**src/osfpi_pkg.sv**
```systemverilog
// ----------------------------------------------------------------------------
// osfpi_pkg
// types, constants and the step table of the observer state feedback controller
// ----------------------------------------------------------------------------
`default_nettype none

package osfpi_pkg;

  localparam int FRAC_BITS = 16;
  localparam int DUTY_BITS = 12;
  localparam int MV_W      = 12;
  localparam int VOLT_W    = 20;
  localparam int ERR_W     = 21;
  localparam int GAIN_W    = 32;
  localparam int OPA_W     = 33;
  localparam int ACC_W     = 64;
  localparam int CFG_IDX_W = 3;

  localparam longint Q_ONE = longint'(1) << FRAC_BITS;
  localparam logic [VOLT_W-1:0] VOLT_MAX = VOLT_W'(12 * Q_ONE);
  localparam longint BIG_LIMIT = longint'(1) << 61;
  localparam logic [63:0] BIG_MAG = 64'(BIG_LIMIT);
  localparam logic [63:0] HI_LIMIT = 64'(longint'(1) << (29 + FRAC_BITS));

  // polynomial and fixed plant coefficients, rounded to nearest
  localparam longint C3_Q  = (longint'(1506) * Q_ONE + 5000) / 10000;
  localparam longint C2_Q  = (longint'(487) * Q_ONE + 500) / 1000;
  localparam longint C1_Q  = (longint'(40233) * Q_ONE + 5000) / 10000;
  localparam longint C0_Q  = (longint'(358) * Q_ONE + 5000) / 10000;
  localparam longint A21_Q = -((longint'(846) * Q_ONE + 500) / 1000);
  localparam longint A22_Q = (longint'(1844) * Q_ONE + 500) / 1000;

  // reciprocal constants for the millivolt scaling
  localparam int     SP_DIV        = 3300;
  localparam int     SP_RECIP_SH   = 43;
  localparam longint SP_RECIP      = (longint'(1) << SP_RECIP_SH) / SP_DIV;
  localparam int     V_DIV         = 1000;
  localparam int     V_RECIP_SH    = 41;
  localparam longint V_RECIP       = (longint'(1) << V_RECIP_SH) / V_DIV;
  localparam int     DIV3_MUL      = 43691;
  localparam int     DIV3_SH       = 17;

  // register reset values
  localparam logic signed [GAIN_W-1:0] K1_RESET = 32'sd3158540;
  localparam logic signed [GAIN_W-1:0] K2_RESET = -32'sd1830204;
  localparam logic signed [GAIN_W-1:0] KI_RESET = -32'sd125239;
  localparam logic signed [GAIN_W-1:0] L1_RESET = 32'sd120848;
  localparam logic signed [GAIN_W-1:0] L2_RESET = 32'sd166743;
  localparam logic signed [GAIN_W-1:0] B1_RESET = 32'sd7445;
  localparam logic signed [GAIN_W-1:0] B2_RESET = 32'sd8756;

  typedef enum logic [CFG_IDX_W-1:0] {
    CFG_K1 = 3'd0,
    CFG_K2 = 3'd1,
    CFG_KI = 3'd2,
    CFG_L1 = 3'd3,
    CFG_L2 = 3'd4,
    CFG_B1 = 3'd5,
    CFG_B2 = 3'd6
  } cfg_idx_t;

  typedef enum logic [3:0] {
    S_IDLE, S_SP_MUL, S_SP_FIX, S_V_MUL, S_V_FIX,
    S_MAC_HI, S_MAC_LO, S_MAC_ACC, S_SAVE, S_COMMIT, S_DONE
  } state_t;

  typedef enum logic [1:0] {MUL_SP, MUL_V, MUL_HI, MUL_LO} mul_sel_t;

  typedef enum logic [3:0] {
    A_C3, A_ACC, A_L1, A_B1, A_A21, A_A22, A_B2, A_L2, A_NKI, A_K1, A_K2
  } a_sel_t;

  typedef enum logic [2:0] {B_V, B_DIFF, B_E1, B_E2, B_U, B_SUM} b_sel_t;

  typedef enum logic [2:0] {
    BASE_ACC, BASE_ZERO, BASE_E2, BASE_NC2, BASE_C1, BASE_NC0
  } base_sel_t;

  typedef enum logic [1:0] {SAVE_NONE, SAVE_FB, SAVE_N1, SAVE_N2} save_sel_t;

  typedef logic [3:0] step_t;
  localparam step_t STEP_FB   = 4'd2;
  localparam step_t STEP_N1   = 4'd4;
  localparam step_t STEP_N2   = 4'd8;
  localparam step_t STEP_LAST = 4'd11;

  typedef struct packed {
    a_sel_t    a_sel;
    b_sel_t    b_sel;
    base_sel_t base_sel;
    logic      neg;
  } mac_cmd_t;

  typedef struct packed {
    logic      capture;
    mul_sel_t  mul_sel;
    logic      sp_fix;
    logic      v_fix;
    logic      hi_load;
    logic      acc_load;
    save_sel_t save;
    logic      commit;
    logic      out_load;
    mac_cmd_t  mac;
  } dp_cmd_t;

  // acc <= sat(base +/- qmul(a, b)) for each step
  function automatic mac_cmd_t mac_cmd(input step_t step);
    mac_cmd_t c;
    c = '{a_sel: A_ACC, b_sel: B_V, base_sel: BASE_ACC, neg: 1'b0};
    case (step)
      4'd0:  c = '{a_sel: A_C3,  b_sel: B_V,    base_sel: BASE_NC2,  neg: 1'b0};
      4'd1:  c = '{a_sel: A_ACC, b_sel: B_V,    base_sel: BASE_C1,   neg: 1'b0};
      4'd2:  c = '{a_sel: A_ACC, b_sel: B_V,    base_sel: BASE_NC0,  neg: 1'b0};
      4'd3:  c = '{a_sel: A_L1,  b_sel: B_DIFF, base_sel: BASE_E2,   neg: 1'b0};
      4'd4:  c = '{a_sel: A_B1,  b_sel: B_U,    base_sel: BASE_ACC,  neg: 1'b0};
      4'd5:  c = '{a_sel: A_A21, b_sel: B_E1,   base_sel: BASE_ZERO, neg: 1'b0};
      4'd6:  c = '{a_sel: A_A22, b_sel: B_E2,   base_sel: BASE_ACC,  neg: 1'b0};
      4'd7:  c = '{a_sel: A_B2,  b_sel: B_U,    base_sel: BASE_ACC,  neg: 1'b0};
      4'd8:  c = '{a_sel: A_L2,  b_sel: B_DIFF, base_sel: BASE_ACC,  neg: 1'b0};
      4'd9:  c = '{a_sel: A_NKI, b_sel: B_SUM,  base_sel: BASE_ZERO, neg: 1'b0};
      4'd10: c = '{a_sel: A_K1,  b_sel: B_E1,   base_sel: BASE_ACC,  neg: 1'b1};
      4'd11: c = '{a_sel: A_K2,  b_sel: B_E2,   base_sel: BASE_ACC,  neg: 1'b1};
      default: c = '{a_sel: A_ACC, b_sel: B_V, base_sel: BASE_ACC, neg: 1'b0};
    endcase
    return c;
  endfunction

endpackage

`default_nettype wire

```
**src/osfpi_ctrl.sv**
```systemverilog
// ----------------------------------------------------------------------------
// osfpi_ctrl
// sequencer: scaling, twelve multiply-accumulate steps, commit and output
// ----------------------------------------------------------------------------
`default_nettype none

module osfpi_ctrl (
  input  wire logic              clk,
  input  wire logic              rst_n,
  input  wire logic              in_valid,
  output logic                   in_ready,
  input  wire logic              out_ready,
  output logic                   out_valid,
  output osfpi_pkg::dp_cmd_t     cmd
);
  import osfpi_pkg::*;

  state_t state_r, state_nxt;
  step_t  step_r, step_nxt;
  logic   out_valid_r, out_valid_nxt;

  always_ff @(posedge clk) begin
    if (!rst_n) begin
      state_r     <= S_IDLE;
      step_r      <= '0;
      out_valid_r <= 1'b0;
    end else begin
      state_r     <= state_nxt;
      step_r      <= step_nxt;
      out_valid_r <= out_valid_nxt;
    end
  end

  always_comb begin
    state_nxt   = state_r;
    step_nxt    = step_r;
    cmd         = '0;
    cmd.mul_sel = MUL_HI;
    cmd.save    = SAVE_NONE;
    cmd.mac     = mac_cmd(step_r);
    case (state_r)
      S_IDLE: begin
        if (in_valid) begin
          cmd.capture = 1'b1;
          state_nxt   = S_SP_MUL;
        end
      end
      S_SP_MUL: begin
        cmd.mul_sel = MUL_SP;
        state_nxt   = S_SP_FIX;
      end
      S_SP_FIX: begin
        cmd.sp_fix = 1'b1;
        state_nxt  = S_V_MUL;
      end
      S_V_MUL: begin
        cmd.mul_sel = MUL_V;
        state_nxt   = S_V_FIX;
      end
      S_V_FIX: begin
        cmd.v_fix = 1'b1;
        step_nxt  = '0;
        state_nxt = S_MAC_HI;
      end
      S_MAC_HI: begin
        cmd.mul_sel = MUL_HI;
        state_nxt   = S_MAC_LO;
      end
      S_MAC_LO: begin
        cmd.mul_sel = MUL_LO;
        cmd.hi_load = 1'b1;
        state_nxt   = S_MAC_ACC;
      end
      S_MAC_ACC: begin
        cmd.acc_load = 1'b1;
        if (step_r == STEP_LAST) begin
          state_nxt = S_COMMIT;
        end else if (step_r == STEP_FB || step_r == STEP_N1 || step_r == STEP_N2) begin
          state_nxt = S_SAVE;
        end else begin
          step_nxt  = step_r + 4'd1;
          state_nxt = S_MAC_HI;
        end
      end
      S_SAVE: begin
        if (step_r == STEP_FB) begin
          cmd.save = SAVE_FB;
        end else if (step_r == STEP_N1) begin
          cmd.save = SAVE_N1;
        end else begin
          cmd.save = SAVE_N2;
        end
        step_nxt  = step_r + 4'd1;
        state_nxt = S_MAC_HI;
      end
      S_COMMIT: begin
        cmd.commit = 1'b1;
        state_nxt  = S_DONE;
      end
      S_DONE: begin
        if (!out_valid_r || out_ready) begin
          cmd.out_load = 1'b1;
          state_nxt    = S_IDLE;
        end
      end
      default: begin
        state_nxt = S_IDLE;
      end
    endcase
  end

  always_comb begin
    if (cmd.out_load) begin
      out_valid_nxt = 1'b1;
    end else if (out_ready) begin
      out_valid_nxt = 1'b0;
    end else begin
      out_valid_nxt = out_valid_r;
    end
  end

  assign in_ready  = (state_r == S_IDLE);
  assign out_valid = out_valid_r;

endmodule

`default_nettype wire

```
**config.mk**
```make
export PLATFORM = sky130hd
export DESIGN_NAME = osfpi_ctrl
export DESIGN_NICKNAME = d
export VERILOG_FILES = /design/src/osfpi_pkg.sv /design/src/osfpi_ctrl.sv
export SDC_FILE = /design/constraint.sdc
export NUM_CORES = 1
export LEC_CHECK = 0
export BUFFER_PORTS_ARGS = -buffer_cell sky130_fd_sc_hd__buf_2
export CORE_MARGIN = 8
export CORE_UTILIZATION = 30
export CTS_CLUSTER_DIAMETER = 150
export DETAILED_ROUTE_END_ITERATION = 8
export PLACE_DENSITY = 0.47
export SETUP_SLACK_MARGIN = 0.3
export SLEW_MARGIN = 0
export SYNTH_ARGS = -nofsm -noshare
export SYNTH_HDL_FRONTEND = slang
export SYNTH_SLANG_ARGS = --single-unit
```
**constraint.sdc**
```tcl
create_clock -name clk -period 3.9 [get_ports clk]
set_input_delay 0.585 -clock clk [delete_from_list [all_inputs] [get_ports clk]]
set_output_delay 0.585 -clock clk [all_outputs]
set_load 0.03 [all_outputs]
```
==> out/qor.yml <==
first_iter_violations: 56
n_antenna_cell: 0
nets: 186
vias: 1107
ys_top_cells_by_area: "dfxtp_1 (32%), ha_1 (8.1%), inv_1 (4.2%)"
holdBufCountCts: 0
antenna_found_initial: 0
endpoint_kind: "flop"
worst_path_dominant_cell_family: "compound AO/OA/AOI/OAI gates"
area_growth_pct: 17.3
critical_path.max_stage_delay_ns: 0.53
synth_top_area_share: 0.323
final_antenna_net_count: 0
core_sq_um: 4000
fmax_mhz: 340
yosys_register_bits: 20
syn-num-nets: 162
hold_path.class: "reg2reg"
rsz0062_at_grt: "no"
crit_chain: "inv_1 > ha_1 > o21bai_1 > a221oi_2 > o21ai_0 > mux2_2 > nand2_1 > ha_1 > mux2_1 > o32a_1"
syn-instance-count: 150
synth.distinct_cells: 48
cts.repair.resized: 0
yosysWarnings: 0
post_cts_buffers: 0
drc: 0
grt_use_total: 0.0961
clk_transition_reported_paths_ns: 0.07
syn_area_per_cell_sq_um: 8.27
leakage_nw: 0.670
path_class: "reg2reg"
drt-pass1-iter-count: 4
synth_seq_area_share: 0.323
cts-htree-levels: 1
cts_tree: "done"
crit_buf_inv: 1
startpoint_type: "flop"
p_comb_frac: 0.160
wl_mm: 3.04
io_buffers: 27
fp.dieW_um: 80.3
clk_latency_ns: 0.25
die_area_sq_um: 6450
worstMarginPinSlew_ns: 0.610
synth_async_sr_flop_share: 0
p_int_w: 0.000325
grt_max_degree: 20
finalHoldViolCount: 0
drive_above_1_share: 0.231
crit_required_ns: 4.04
period_share: 0.753
power_frac_clock: 0.339
path_common_cell: "ha_1"
root_buffer: "clkbuf_8"
grt_pass1_vias: 1087
place_congestion: 0.834
cts_buffer_depth: 2
routed_via_density: 4.96
setup_viol: 0
outcome: "complete, no violations"
min_from: "out_valid"
cp_slowest_cell: "a221oi_2"
die_y_um: 80.3
power_density_nw_per_um2: 312
critPathMaxFanout: 8
ys.flop_type: "dfxtp_1"
skew_ns: 0.00225
dp_hpwl_mm: 2.28
fp-row-count: 23
p_sw_frac: 0.283
yosysTopAreaCell: "dfxtp_1"
finalSetupTns_ns: 0
post_drt_wl_per_cell_um: 13.7
p_total_w: 0.000454
r2r-start: "step_r[0]"
start_util: 0.310
cts.sinks: 20
grt_overflow: 0
cts_buffers: 3
grt_pass1_wl_mm: 5.01
worstSetupStartpoint: "step_r[0]"
relSlewSlack: 0.593
slew_violations: 0
synthesis.area_sq_um: 1240
ir_drop_v: 0.000198
switching_power_w: 0.000129
synth_edf_count: 0
drv_cap: 0
finalCriticalPeriod_ns: 2.94
pwr-share-seq: 0.500
io_pins: 28
arrival_ns: 3.08
==> per-stage QoR <==
stage / util / std cells / setup WS, ns / cell area [sq um] / hold WS (ns)
6_report: 0.364 / 223 / 0.962 / 1460 / 0.616
4_1_cts: 0.364 / 223 / 0.979 / 1460 / 0.620
2_1_floorplan: - / 150 / 1.17 / 1240 / 0.672
3_3_place_gp: 0.350 / 219 / 1.12 / 1400 / 0.605
5_1_grt: 0.364 / 223 / 0.735 / 1460 / 0.646
3_5_place_dp: 0.350 / 219 / 1.01 / 1400 / 0.617
==> power by group through the flow <==
stage / clock network, W / logic [W] / registers, W
detailed placement: 0 / 0.0000737 / 0.000232
finish: 0.000154 / 0.0000728 / 0.000227
CTS: 0.000159 / 0.0000740 / 0.000227
floorplan: 0 / 0.0000653 / 0.000219
global route: 0.000166 / 0.0000807 / 0.000229
global placement: 0 / 0.0000740 / 0.000231
==> path summary, 6_finish.rpt <==
path | cells after the start | end | slack [ns]
hold reg to reg | 3 | state_r[3] | 0.62
setup / recovery | 10 | cmd[7] | 0.96
setup reg to reg | 10 | cmd[7] | 0.96
hold / removal | 3 | state_r[3] | 0.62
==> synth_stat cells, types with 2 or more instances <==
cell,instances
nand2_1,8
nor4_1,2
a21oi_1,5
dfxtp_1,20
nor2b_1,2
nor3_1,10
o22ai_1,4
ha_1,8
mux2i_1,2
o21ai_0,6
nand3_1,3
inv_1,14
buf_2,6
nand2b_1,7
a211oi_1,3
nor2_1,13
xnor2_1,2
and3_1,2
o211ai_1,2
o2bb2ai_1,2
o32a_1,2
==> cell usage in the layout, fill, tap and decap left out, types with 3 or more instances in the layout <==
cell,count
o21ai_0,6
o22ai_1,4
ha_1,8
clkbuf_8,4
nand2b_1,7
buf_2,27
inv_1,14
a21oi_1,5
dfxtp_1,20
nor3_1,10
nor2_1,13
nand3_1,3
nand2_1,8
a211oi_1,3
==> state kept, by name, summed over array words and instances (netlist names) <==
name,count
out_valid,1
step_r,4
state_r,4
cmd,11
==> area by class of cell <==
type	count	area (sq um)
Clock buffer	4	55.1
Fill cell	433	2540
Inverter	14	52.6
Multi-Input combinational cell	107	743
Sequential cell	20	400
Tap cell	50	62.6
Timing Repair Buffer	28	143
==> worst register-to-register path, stage by stage (launching register included) <==
cell and delay, ns:
dfxtp_1 0.35, inv_1 0.14, ha_1 0.24, o21bai_1 0.11, a221oi_2 0.53, o21ai_0 0.18, mux2_2 0.29, nand2_1 0.20
ha_1 0.32, mux2_1 0.30, o32a_1 0.17
==> per-layer routing <==
| metal | share of wire | global-route usage | vias up |
|---|---|---|---|
| met5 | 0 | 0 | - |
| met2 | 0.44 | 0.152 | 27 |
| met3 | 0.073 | 0.0290 | 2 |
| met1 | 0.48 | 0.123 | 504 |
| li1 | - | - | 574 |
| met4 | 0.0056 | 0.0255 | 0 |
==> cells by family (layout without fill, tap and decap cells) <==
| logic type | count (synthesis) | in the layout | synth area share |
|---|---|---|---|
| flops | 20 | 20 | 0.323 |
| xor+xnor | 2 | 2 | 0.0141 |
| buf+inv | 23 | 46 | 0.0786 |
| compound gates | 36 | 36 | 0.219 |
| simple gates | 57 | 57 | 0.251 |
| fa+ha+maj | 8 | 8 | 0.0806 |
| mux | 4 | 4 | 0.0343 |
(Power assumes the default switching activity.)
